[src/msp_frame_check_and_reply_macros.svh]
// Assertion macros shared by the frame checker modules.
`ifndef MSP_FRAME_CHECK_AND_REPLY_MACROS_SVH
`define MSP_FRAME_CHECK_AND_REPLY_MACROS_SVH

// The consequent must hold in the same cycle as the antecedent.
`define MSP_ASSERT_SAME(lbl, clk, rst_n, ante, cons, msg) \
    lbl: assert property (@(posedge clk) disable iff (!rst_n) (ante) |-> (cons)) \
        else $error(msg);

// The consequent must hold in the cycle after the antecedent.
`define MSP_ASSERT_NEXT(lbl, clk, rst_n, ante, cons, msg) \
    lbl: assert property (@(posedge clk) disable iff (!rst_n) (ante) |=> (cons)) \
        else $error(msg);

`endif

[src/msp_pkg.sv]
package msp_pkg;

    // Frame geometry.
    localparam int PAYLOAD_BYTES = 20;
    localparam int HDR_BYTES     = 8;
    localparam int HDR_STORE     = 6;
    localparam int FRAME_BYTES   = HDR_BYTES + PAYLOAD_BYTES + 1;
    localparam int CRC_POS       = HDR_BYTES + PAYLOAD_BYTES;
    localparam int REPLY_BYTES   = PAYLOAD_BYTES + 9;

    // Widths derived from the geometry.
    localparam int POS_W  = $clog2(FRAME_BYTES);
    localparam int RPL_W  = $clog2(REPLY_BYTES);
    localparam int PAY_AW = (PAYLOAD_BYTES > 1) ? $clog2(PAYLOAD_BYTES) : 1;
    localparam int HDR_AW = $clog2(HDR_STORE);

    // CRC-8 DVB-S2.
    localparam logic [7:0] CRC_POLY = 8'hD5;
    localparam int         CRC_CNT_W = 4;
    localparam logic [CRC_CNT_W-1:0] CRC_BITS = CRC_CNT_W'(8);

    // Start-of-frame characters.
    localparam logic [7:0] SOF_FIRST  = 8'h24;
    localparam logic [7:0] SOF_SECOND = 8'h58;

    // Configuration register indexes and reset values.
    localparam logic [7:0] CFG_HDR_FIRST  = 8'd0;
    localparam logic [7:0] CFG_HDR_SECOND = 8'd1;
    localparam logic [7:0] RST_HDR_FIRST  = 8'd36;
    localparam logic [7:0] RST_HDR_SECOND = 8'd88;

    // Sequencer states.
    typedef enum logic [2:0] {
        ST_RX_IDLE,
        ST_RX_CRC,
        ST_TX_FETCH,
        ST_TX_LOAD,
        ST_TX_CRC
    } t_state;

    // Command to the shared serial CRC unit.
    typedef struct packed {
        logic       start;
        logic       clear;
        logic [7:0] data;
    } t_crc_cmd;

    // Status from the shared serial CRC unit.
    typedef struct packed {
        logic       busy;
        logic [7:0] crc;
    } t_crc_sts;

endpackage

[src/msp_crc_unit.sv]
`include "msp_frame_check_and_reply_macros.svh"

module msp_crc_unit (
    input  logic            i_clk,
    input  logic            i_rst_n,
    input  msp_pkg::t_crc_cmd i_cmd,
    output msp_pkg::t_crc_sts o_sts
);
    import msp_pkg::*;

    logic [7:0]           r_acc, n_acc;
    logic [CRC_CNT_W-1:0] r_cnt, n_cnt;

    // A start folds the new byte into the accumulator; each busy cycle runs one bit step.
    always_comb begin
        n_acc = r_acc;
        n_cnt = r_cnt;
        if (i_cmd.start) begin
            n_acc = (i_cmd.clear ? 8'h00 : r_acc) ^ i_cmd.data;
            n_cnt = CRC_BITS;
        end else if (r_cnt != '0) begin
            n_acc = r_acc[7] ? ({r_acc[6:0], 1'b0} ^ CRC_POLY) : {r_acc[6:0], 1'b0};
            n_cnt = r_cnt - CRC_CNT_W'(1);
        end
    end

    always_ff @(posedge i_clk) begin
        if (!i_rst_n) begin
            r_acc <= 8'h00;
            r_cnt <= '0;
        end else begin
            r_acc <= n_acc;
            r_cnt <= n_cnt;
        end
    end

    assign o_sts.busy = (r_cnt != '0);
    assign o_sts.crc  = r_acc;

    `MSP_ASSERT_SAME(a_crc_start_idle, i_clk, i_rst_n, i_cmd.start, !o_sts.busy, "start while busy")
    `MSP_ASSERT_NEXT(a_crc_busy_next, i_clk, i_rst_n, i_cmd.start, o_sts.busy, "idle after start")
    `MSP_ASSERT_SAME(a_cnt_range, i_clk, i_rst_n, 1'b1, r_cnt <= CRC_BITS, "count out of range")

endmodule

[src/msp_frame_check_and_reply.sv]
// Channel   | Direction | Payload (lowest bit first)                               | Handshake
// ----------+-----------+----------------------------------------------------------+--------------
// s_t*      | in        | tdata: rx_byte[7:0]                                       | tvalid/tready
// m_t*      | out       | tdata: tx_byte, msg_type, msg_flags, function_id,         | tvalid/tready
//           |           |        payload_length; tlast: tx_last                     |
// i_cfg_*   | in        | index: register index, data: register value               | valid/ready
//
// A received byte is taken in the idle state and starts the shared serial CRC unit; the
// sequencer then waits through its bit steps until it sees the unit idle, with s_tready low.
// The CRC byte of a frame starts no CRC step; it is compared with the accumulated CRC.
// A valid frame's reply of 29 bytes is sent byte by byte: fetch, load and, but for the last
// byte, the CRC bit steps and an idle check; no input is taken meanwhile.
// A low m_tready on a held byte stalls the load step; the output register keeps its byte.
// Reset is synchronous and active low; configuration writes are taken in every cycle.
`include "msp_frame_check_and_reply_macros.svh"

module msp_frame_check_and_reply (
    input  logic        i_clk,
    input  logic        i_rst_n,
    // Received bytes.
    input  logic        s_tvalid,
    output logic        s_tready,
    input  logic [7:0]  s_tdata,   // [7:0] rx_byte
    // Reply bytes.
    output logic        m_tvalid,
    input  logic        m_tready,
    output logic [55:0] m_tdata,   // [7:0] tx_byte, [15:8] msg_type, [23:16] msg_flags,
                                   // [39:24] function_id, [55:40] payload_length
    output logic        m_tlast,   // tx_last
    // Configuration writes.
    input  logic        i_cfg_valid,
    output logic        o_cfg_ready,
    input  logic [7:0]  i_cfg_index,
    input  logic [7:0]  i_cfg_data
);
    import msp_pkg::*;

    localparam logic [POS_W-1:0] POS_CRC    = POS_W'(CRC_POS);
    localparam logic [POS_W-1:0] POS_HDR    = POS_W'(HDR_BYTES);
    localparam logic [POS_W-1:0] POS_SOF2   = POS_W'(1);
    localparam logic [POS_W-1:0] POS_STORE  = POS_W'(2);
    localparam logic [RPL_W-1:0] IDX_HDR2   = RPL_W'(1);
    localparam logic [RPL_W-1:0] IDX_CNT_HI = RPL_W'(2);
    localparam logic [RPL_W-1:0] IDX_CNT_LO = RPL_W'(3);
    localparam logic [RPL_W-1:0] IDX_PAY    = RPL_W'(4);
    localparam logic [RPL_W-1:0] IDX_ZERO   = RPL_W'(4 + PAYLOAD_BYTES);
    localparam logic [RPL_W-1:0] IDX_LAST   = RPL_W'(REPLY_BYTES - 1);

    t_state r_state, n_state;

    logic [POS_W-1:0] r_pos;
    logic             r_start_ok;
    logic [7:0]       r_hdr [HDR_STORE];
    logic [7:0]       r_pay_mem [PAYLOAD_BYTES];
    logic [7:0]       r_rd_data;
    logic [RPL_W-1:0] r_tx_idx;
    logic [15:0]      r_counter;
    logic [7:0]       r_cfg_first, r_cfg_second;

    logic        r_out_valid;
    logic [7:0]  r_out_byte;
    logic        r_out_last;
    logic [7:0]  r_out_type, r_out_flags;
    logic [15:0] r_out_func, r_out_plen;

    t_crc_cmd crc_cmd;
    t_crc_sts crc_sts;

    logic             w_rx_acc;
    logic             w_out_free;
    logic             w_out_load;
    logic             w_last_load;
    logic             w_at_load;
    logic             w_frame_ok;
    logic             w_idx_step;
    logic [7:0]       w_tx_byte;
    logic [POS_W-1:0] w_hdr_off, w_pay_off;
    logic [RPL_W-1:0] w_rd_off;
    logic [HDR_AW-1:0] w_hdr_addr;
    logic [PAY_AW-1:0] w_wr_addr, w_rd_addr;

    msp_crc_unit u_crc (
        .i_clk   (i_clk),
        .i_rst_n (i_rst_n),
        .i_cmd   (crc_cmd),
        .o_sts   (crc_sts)
    );

    assign w_rx_acc    = s_tvalid && s_tready;
    assign w_out_free  = !r_out_valid || m_tready;
    assign w_frame_ok  = r_start_ok && (crc_sts.crc == s_tdata);
    assign w_last_load = w_out_load && (r_tx_idx == IDX_LAST);
    assign w_at_load   = (r_state == ST_TX_LOAD);

    // Store addresses derived from the frame position and the reply index.
    assign w_hdr_off  = r_pos - POS_STORE;
    assign w_pay_off  = r_pos - POS_HDR;
    assign w_rd_off   = r_tx_idx - IDX_PAY;
    assign w_hdr_addr = w_hdr_off[HDR_AW-1:0];
    assign w_wr_addr  = w_pay_off[PAY_AW-1:0];
    assign w_rd_addr  = w_rd_off[PAY_AW-1:0];

    // Reply byte for the current index.
    always_comb begin
        if (r_tx_idx == '0) begin
            w_tx_byte = r_cfg_first;
        end else if (r_tx_idx == IDX_HDR2) begin
            w_tx_byte = r_cfg_second;
        end else if (r_tx_idx == IDX_CNT_HI) begin
            w_tx_byte = r_counter[15:8];
        end else if (r_tx_idx == IDX_CNT_LO) begin
            w_tx_byte = r_counter[7:0];
        end else if (r_tx_idx < IDX_ZERO) begin
            w_tx_byte = r_rd_data;
        end else if (r_tx_idx == IDX_LAST) begin
            w_tx_byte = crc_sts.crc;
        end else begin
            w_tx_byte = 8'h00;
        end
    end

    // Next state of the sequencer.
    always_comb begin
        n_state = r_state;
        case (r_state)
            ST_RX_IDLE: begin
                if (w_rx_acc) begin
                    if (r_pos != POS_CRC) begin
                        n_state = ST_RX_CRC;
                    end else if (w_frame_ok) begin
                        n_state = ST_TX_FETCH;
                    end
                end
            end
            ST_RX_CRC: begin
                if (!crc_sts.busy) begin
                    n_state = ST_RX_IDLE;
                end
            end
            ST_TX_FETCH: begin
                n_state = ST_TX_LOAD;
            end
            ST_TX_LOAD: begin
                if (w_out_free) begin
                    n_state = (r_tx_idx == IDX_LAST) ? ST_RX_IDLE : ST_TX_CRC;
                end
            end
            ST_TX_CRC: begin
                if (!crc_sts.busy) begin
                    n_state = ST_TX_FETCH;
                end
            end
            default: begin
                n_state = ST_RX_IDLE;
            end
        endcase
    end

    // Sequencer outputs: input handshake, CRC commands and output register load.
    always_comb begin
        s_tready      = 1'b0;
        crc_cmd.start = 1'b0;
        crc_cmd.clear = 1'b0;
        crc_cmd.data  = s_tdata;
        w_out_load    = 1'b0;
        w_idx_step    = 1'b0;
        case (r_state)
            ST_RX_IDLE: begin
                s_tready = 1'b1;
                if (w_rx_acc && (r_pos != POS_CRC)) begin
                    crc_cmd.start = 1'b1;
                    crc_cmd.clear = (r_pos == '0);
                end
            end
            ST_TX_LOAD: begin
                crc_cmd.data = w_tx_byte;
                if (w_out_free) begin
                    w_out_load    = 1'b1;
                    crc_cmd.start = (r_tx_idx != IDX_LAST);
                    crc_cmd.clear = (r_tx_idx == '0);
                end
            end
            ST_TX_CRC: begin
                w_idx_step = !crc_sts.busy;
            end
            default: begin
                s_tready = 1'b0;
            end
        endcase
    end

    // Control registers.
    always_ff @(posedge i_clk) begin
        if (!i_rst_n) begin
            r_state    <= ST_RX_IDLE;
            r_pos      <= '0;
            r_start_ok <= 1'b0;
            r_tx_idx   <= '0;
            r_counter  <= 16'h0000;
        end else begin
            r_state <= n_state;
            if (w_rx_acc) begin
                if (r_pos == POS_CRC) begin
                    r_pos    <= '0;
                    r_tx_idx <= '0;
                end else begin
                    r_pos <= r_pos + POS_W'(1);
                end
                if (r_pos == '0) begin
                    r_start_ok <= (s_tdata == SOF_FIRST);
                end else if (r_pos == POS_SOF2) begin
                    r_start_ok <= r_start_ok && (s_tdata == SOF_SECOND);
                end
            end
            if (w_idx_step) begin
                r_tx_idx <= r_tx_idx + RPL_W'(1);
            end
            if (w_last_load) begin
                r_counter <= r_counter + 16'd1;
            end
        end
    end

    // Header store and payload memory writes.
    always_ff @(posedge i_clk) begin
        if (w_rx_acc && (r_pos >= POS_STORE) && (r_pos < POS_HDR)) begin
            r_hdr[w_hdr_addr] <= s_tdata;
        end
        if (w_rx_acc && (r_pos >= POS_HDR) && (r_pos < POS_CRC)) begin
            r_pay_mem[w_wr_addr] <= s_tdata;
        end
    end

    // Registered payload read for the reply.
    always_ff @(posedge i_clk) begin
        if ((r_state == ST_TX_FETCH) && (r_tx_idx >= IDX_PAY) && (r_tx_idx < IDX_ZERO)) begin
            r_rd_data <= r_pay_mem[w_rd_addr];
        end
    end

    // Configuration registers.
    assign o_cfg_ready = 1'b1;

    always_ff @(posedge i_clk) begin
        if (!i_rst_n) begin
            r_cfg_first  <= RST_HDR_FIRST;
            r_cfg_second <= RST_HDR_SECOND;
        end else if (i_cfg_valid && o_cfg_ready) begin
            case (i_cfg_index)
                CFG_HDR_FIRST:  r_cfg_first  <= i_cfg_data;
                CFG_HDR_SECOND: r_cfg_second <= i_cfg_data;
                default: begin
                    r_cfg_first <= r_cfg_first;
                end
            endcase
        end
    end

    // Output register: valid flag under reset, payload loaded with each reply byte.
    always_ff @(posedge i_clk) begin
        if (!i_rst_n) begin
            r_out_valid <= 1'b0;
        end else if (w_out_load) begin
            r_out_valid <= 1'b1;
        end else if (m_tready) begin
            r_out_valid <= 1'b0;
        end
    end

    always_ff @(posedge i_clk) begin
        if (w_out_load) begin
            r_out_byte  <= w_tx_byte;
            r_out_last  <= (r_tx_idx == IDX_LAST);
            r_out_type  <= r_hdr[0];
            r_out_flags <= r_hdr[1];
            r_out_func  <= {r_hdr[3], r_hdr[2]};
            r_out_plen  <= {r_hdr[5], r_hdr[4]};
        end
    end

    assign m_tvalid = r_out_valid;
    assign m_tlast  = r_out_last;
    assign m_tdata  = {r_out_plen, r_out_func, r_out_flags, r_out_type, r_out_byte};

    `MSP_ASSERT_SAME(a_pos_range, i_clk, i_rst_n, 1'b1, r_pos <= POS_CRC, "position out of range")
    `MSP_ASSERT_SAME(a_load_idle, i_clk, i_rst_n, w_at_load, !crc_sts.busy, "load while CRC busy")
    `MSP_ASSERT_NEXT(a_cnt_hold, i_clk, i_rst_n, !w_last_load, $stable(r_counter), "counter moved")
    `MSP_ASSERT_SAME(a_idx_range, i_clk, i_rst_n, 1'b1, r_tx_idx <= IDX_LAST, "index out of range")

endmodule
[config.mk]
export PLATFORM = sky130hd
export DESIGN_NAME = msp_frame_check_and_reply
export DESIGN_NICKNAME = d
export VERILOG_FILES = /design/src/msp_pkg.sv /design/src/msp_crc_unit.sv /design/src/msp_frame_check_and_reply.sv
export VERILOG_INCLUDE_DIRS = /design/src /design/src/src
export SDC_FILE = /design/constraint.sdc
export NUM_CORES = 1
export LEC_CHECK = 0
export CELL_PAD_IN_SITES_DETAIL_PLACEMENT = 1
export CELL_PAD_IN_SITES_GLOBAL_PLACEMENT = 2
export CORE_UTILIZATION = 25
export DETAILED_ROUTE_END_ITERATION = 8
export DONT_BUFFER_PORTS = 1
export MAX_ROUTING_LAYER = met4
export PLACE_DENSITY_LB_ADDON = 0.1
export RECOVER_POWER = 50
export SYNTH_ARGS = -nofsm -noshare
export SYNTH_HDL_FRONTEND = slang
export SYNTH_SLANG_ARGS = --single-unit
[constraint.sdc]
create_clock -name i_clk -period 4.73 [get_ports i_clk]
set_input_delay 0.2365 -clock i_clk [delete_from_list [all_inputs] [get_ports i_clk]]
set_output_delay 0.2365 -clock i_clk [all_outputs]
set_load 0.05 [all_outputs]
==> results_dict.tcl, run 1 <==
set metrics [dict create \
    worstSetupPathDepth 6 \
    worst_path_max_delay_cell "nand3b_1" \
    ys_warn_count 0 \
    synth.ff_latch_count 332 \
    crit_chain "nand3b_1 -> nor3_4 -> nand2_1 -> nor4_2 -> nand3_1 -> mux2i_1" \
    path_max_fanout 21 \
    min_period_ns 3.01 \
    finalSetupViolCount 0 \
    start_util 0.253 \
    p_per_area_mw_per_mm2 433 \
    cts_resized 0 \
    grt_max_degree 58 \
    grt_first_pass_wirelength_um 59000 \
    worst_skew_pair.late_latency_ns 0.57 \
    worstSetupPathType "reg -> reg" \
    maxSlewViolCount 145 \
    synthArstFlopShare 0 \
    synth_top_area_share 0.600 \
    drtIter0Drc 354 \
    routedWlPerCell_um 24.4 \
    rows 85 \
    core-area_mm2 0.0539 \
    nets 970 \
    synth_common_cells "edfxtp_1 (273), dfxtp_1 (59), nand2_1 (55), nor2_1 (51), a21oi_1 (32)" \
    synth_area_mm2 0.0137 \
    synthTopCellsByArea "edfxtp_1 (60%), dfxtp_1 (8.7%), mux4_1 (5.8%), mux4_2 (3.0%), nand2_1 (1.5%)" \
    syn-mean-instance-area_um2 15.5 \
    layout-drive-gt1-share 0.110 \
    cts-root-buf "clkbuf_16" \
    firstDrtPassIters 4 \
    dieArea_mm2 0.0556 \
    irDropWorstVdd_mv 0.262 \
    hold_path_class "in -> reg" \
    dp_cells 1548 \
    required_ns 5.15 \
    hold_viol 0 \
    ys_seq_area_frac 0.687 \
    dp.final_hpwl_um 24200 \
    io_buffer_count 0 \
    violations "capacitance limit, slew limit" \
    num-fill-cells 5623 \
    vias 7637 \
    synth_cell_type_count 53 \
    rsz0062_at_grt "false" \
    syn_nets 927 \
    vias_per_cell 4.61 \
    max_slew_margin -0.110 \
    tightest_slew_ns 1.66 \
    status "finished with violations" \
    gp_congestion 0.701 \
    ios 89 \
    yosysMostFrequentCell "edfxtp_1" \
    finalCritPeriodShare 0.636 \
    rrSetupSlack_ns 1.72 \
    cts_tree "built" \
    path_buf_inv 0 \
    antenna_found_initial 6 \
    grt_overflow 0 \
    rr_worst_depth 6 \
    worstSetupEndpointType "flip-flop" \
    fin_skew_ns 0.0387 \
    crit_arrival_ns 3.43 \
    synth_top_area_cell "edfxtp_1" \
    synthCells 883 \
    slowest_delay_ns 0.80 \
    hold_end "r_pos[1]" \
    power_w 0.00693 \
    cts_max_level 2 \
    crit_path_start_kind "flip-flop" \
    drcViolationCount 0 \
    areaGrowthSynthToFinish_pct 17.0 \
    chipHeight_um 236 \
    ant_nets 0 \
    synthFlopType "edfxtp_1" \
    grt_pass1_vias 8123 \
    cp_top_family "simple AND/OR/NAND/NOR gates" \
    p_leak_nw 5.18 \
    clk_pin_slew_ns 0.06 \
    cts_sinks 332 \
    synth_edf_count 273 \
    die_width_um 236 \
    final_cells 1658 \
    tns_ns 0 \
    reg2reg_from "r_state[1]" \
    holdPathStages 3 \
    clk_path_buf_depth 3 \
    cts_buffers 40 \
    hp-start "s_tvalid" \
    track_usage 0.152 \
    maxCapViolCount 5 \
    max_freq_mhz 332 \
    r2r_end "r_counter[15]" \
    routed_wl_um 40400 \
]
## metrics by stage
stage	instance area (um2)	setup slack [ns]	hold slack [ns]	utilization
after detailed placement	14400	1.87	0.307	0.268
after floorplan	13700	0.212	0.335	-
after CTS	16100	1.81	0.00188	0.299
final	16000	1.72	0.0279	0.296
after global routing	16000	1.45	0.0432	0.296
after global placement	14400	1.88	0.305	0.268
## cells by family after synthesis
| logic type | share of synthesized area |
|---|---|
| AO/OA/AOI/OAI | 0.0444 |
| XOR/XNOR | 0.0231 |
| adder cells (fa/ha/maj) | 0.0137 |
| buffers and inverters | 0.0210 |
| flip-flops | 0.687 |
| multiplexers | 0.109 |
| other | 0.000275 |
| AND/OR/NAND/NOR | 0.102 |
## routing by layer
layer	global-route usage	wire length (um)	vias up	part of all wire
met4	0.0487	968	0	0.024
met1	0.198	18700	3957	0.46
met5	-	0	-	0
met2	0.235	18600	131	0.46
met3	0.0327	2070	59	0.051
li1	-	-	3490	-
## area by class of cell
class	count	area, um2	share of cell area
inverter	18	67.6	0.00423
antenna	5	12.5	0.000783
tap	696	871	0.0545
multi-input combinational	488	3990	0.250
clock buffer	46	1040	0.0654
clock inverter	27	218	0.0136
sequential	332	9380	0.587
timing repair buffer	46	393	0.0246
## sequential cells by signal, indices dropped and copies added (netlist names), 3 cells and up
| name | cells |
|---|---|
| r_hdr | 48 |
| r_pay_mem | 160 |
| r_counter | 16 |
| m_tdata | 48 |
| u_crc.r_acc | 8 |
| r_rd_data | 8 |
| r_state | 3 |
| r_cfg_first | 8 |
| r_cfg_second | 8 |
| r_out_byte | 8 |
| r_tx_idx | 5 |
| r_pos | 5 |
| u_crc.r_cnt | 4 |
## repair_timing
action                                 4_1_cts  5_1_grt
buffers inserted                             0        0
hold buffers                                32        0
endpoints found under the hold margin      267        0
## cell usage in the layout, fill, tap and decap left out, types with 4 or more instances in the layout
cell	instances
a211oi_1	11
a21boi_0	6
a21oi_1	32
a31oi_1	8
and2_1	27
and3_1	18
buf_4	14
clkbuf_1	13
clkbuf_16	41
clkinv_1	13
clkinv_2	6
dfxtp_1	57
diode_2	5
dlygate4sd3_1	23
edfxtp_1	273
ha_1	15
inv_1	18
mux2_2	8
mux2i_1	20
mux4_1	30
mux4_2	18
nand2_1	55
nand3_1	23
nand4_1	10
nor2_1	51
nor2b_1	18
nor3_1	21
nor3b_1	4
nor4_1	6
o21ai_0	15
o22ai_1	7
o31ai_1	4
or3_1	9
xnor2_1	19
xor2_1	17
## power by group
part | internal (W) | total (W) | switching [W]
sequential | 0.00322 | 0.00334 | 0.000121
combinational | 0.000226 | 0.000614 | 0.000387
clock | 0.00170 | 0.00297 | 0.00127
## how the worst max path moves through the flow
stage | startpoint | endpoint | slack (ns)
detailed placement | r_tx_idx[1] | r_counter[15] | 1.87
global placement | r_pos[0] | u_crc.r_acc[7] | 1.88
floorplan | r_state[2] | u_crc.r_acc[2] | 0.21
global route | r_state[1] | r_counter[9] | 1.45
CTS | r_tx_idx[0] | r_counter[9] | 1.81
finish | r_state[1] | r_counter[15] | 1.72
## worst min-delay path, stage by stage
cell	delay, ns
nand2_1	0.13
nand2_1	0.11
a21boi_0	0.07
Note: power is estimated with default switching activity, not from simulation.
==> inputs of run 2 (changes only) <==
==> constraint.sdc (replaced) <==
create_clock -name i_clk -period 3 [get_ports i_clk]
set_input_delay 0.15 -clock i_clk [delete_from_list [all_inputs] [get_ports i_clk]]
set_output_delay 0.15 -clock i_clk [all_outputs]
set_load 0.05 [all_outputs]
==> run 2 against run 1 <==
The flow still finishes with violations (capacitance limit, slew limit); routed wire length is 0.78% lower; flip-flop and latch count stayed put; critical endpoint is now u_crc.r_acc[3]; clock skew is 0.022 ns lower; sequential power is 56% higher; largest cell class unchanged.
==> results_dict.tcl, run 2 (synthesized netlist as in run 1, its figures left out) <==
set metrics [dict create \
    status "finished with violations" \
    violations "capacitance limit, slew limit" \
    grt_first_pass_wirelength_um 58800 \
    clk_path_buf_depth 3 \
    drcViolationCount 0 \
    required_ns 3.43 \
    core-area_mm2 0.0539 \
    grt_pass1_vias 8224 \
    cts-root-buf "clkbuf_16" \
    io_buffer_count 0 \
    final_cells 1681 \
    finalCritPeriodShare 0.875 \
    worstSetupEndpointType "flip-flop" \
    min_period_ns 2.63 \
    multiInputGateArea_mm2 0.00400 \
    diodes 0 \
    p_leak_nw 5.36 \
    cts_sinks 332 \
    hold_viol 0 \
    final_common_cell "edfxtp_1" \
    irDropWorstVdd_mv 0.336 \
    vias 7683 \
    num-fill-cells 5617 \
    path_max_fanout 8 \
    dp.final_hpwl_um 24400 \
    crit_path_start_kind "flip-flop" \
    crit_arrival_ns 3.06 \
    tns_ns 0 \
    postPlaceCellArea_mm2 0.0147 \
    dp_cells 1575 \
    max_slew_margin -0.208 \
    rrSetupSlack_ns 0.37 \
    final_area_mm2 0.0162 \
    clk_pin_slew_ns 0.07 \
    rows 85 \
    maxCapViolCount 8 \
    routedWlPerCell_um 23.9 \
    grt_max_degree 55 \
    die_width_um 236 \
    p_per_area_mw_per_mm2 672 \
    dieArea_mm2 0.0556 \
    largest_reg_flops 160 \
    nets 1000 \
    start_util 0.253 \
    ios 89 \
    drtIter0Drc 526 \
    max_freq_mhz 381 \
    grt_overflow 0 \
    routed_wl_um 40100 \
    fin_skew_ns 0.0170 \
    ant_nets 0 \
    worst_skew_pair.late_latency_ns 0.55 \
    antenna_found_initial 6 \
    hold_path_class "in -> reg" \
    areaGrowthSynthToFinish_pct 18.6 \
    cts_tree "built" \
    chipHeight_um 236 \
    layout-drive-gt1-share 0.136 \
    worstSetupPathType "reg -> reg" \
    maxSlewViolCount 232 \
    vias_per_cell 4.57 \
    top_register "r_pay_mem" \
    seqCellArea_mm2 0.00938 \
    track_usage 0.150 \
    cts_buffers 40 \
    tightest_slew_ns 1.81 \
    layout_common_cells "edfxtp_1 (273), dfxtp_1 (57), nand2_1 (55)" \
    rsz0062_at_grt "false" \
    gp_congestion 0.733 \
    finalSetupViolCount 0 \
    cts_max_level 2 \
    firstDrtPassIters 4 \
]
run 2: changes by cell type in the layout (fill, tap and decap cells not counted), sizes merged:
cell / delta
dlygate4sd3: +3
diode: -5
clkinv: -3
inv: +1
clkinvlp: -1
buf: +26
clkbuf: +2
run 2: worst max-delay path, stage by stage (launching register included):
cell	delay (ns)
dfxtp_1	0.47
inv_1	0.19
ha_1	0.35
nor4b_1	0.19
buf_4	0.17
a32oi_2	0.44
nand2_1	0.20
and3_1	0.22
nor3_1	0.17
a31oi_1	0.11
run 2: final timing paths:
check,startpoint,end,cells after the start
min,s_tdata[5],r_start_ok,4
min reg2reg,r_hdr[3][7],m_tdata[39],0
max reg2reg,r_pos[0],u_crc.r_acc[3],9
max,r_pos[0],u_crc.r_acc[3],9
run 2: layout make-up:
class	count	share of cell area
multi-input combinational	488	0.247
clock inverter	24	0.0118
sequential	332	0.579
clock buffer	47	0.0634
inverter	18	0.00417
timing repair buffer	76	0.0407
tap	696	0.0538
run 2: what timing repair did:
item	4_1_cts	5_1_grt
endpoints found under the setup margin	0	0
endpoints found under the hold margin	267	0
gates resized for setup	0	0
setup buffers	0	0
hold buffers	35	0
run 2: metal layers:
metal	track usage	vias up	share of wire
met5	-	-	0
met4	0.0410	0	0.019
met3	0.0250	51	0.039
met2	0.231	125	0.46
met1	0.205	3953	0.48
li1	-	3554	-
run 2: stage by stage:
stage | util | power (W) | setup slack [ns] | hold WS [ns]
after floorplan | - | 0.00592 | 0.270 | 0.249
after global routing | 0.300 | 0.0114 | 0.108 | 0.0672
after CTS | 0.303 | 0.0111 | 0.336 | 0.0176
after detailed placement | 0.272 | 0.00629 | 0.352 | 0.221
after global placement | 0.272 | 0.00628 | 0.347 | 0.218
final | 0.300 | 0.0109 | 0.374 | 0.0622
run 2: power breakdown:
part | switching, W | internal [W] | total [W]
Combinational | 0.000665 | 0.000401 | 0.00107
Sequential | 0.000149 | 0.00507 | 0.00522
Clock | 0.00196 | 0.00263 | 0.00459
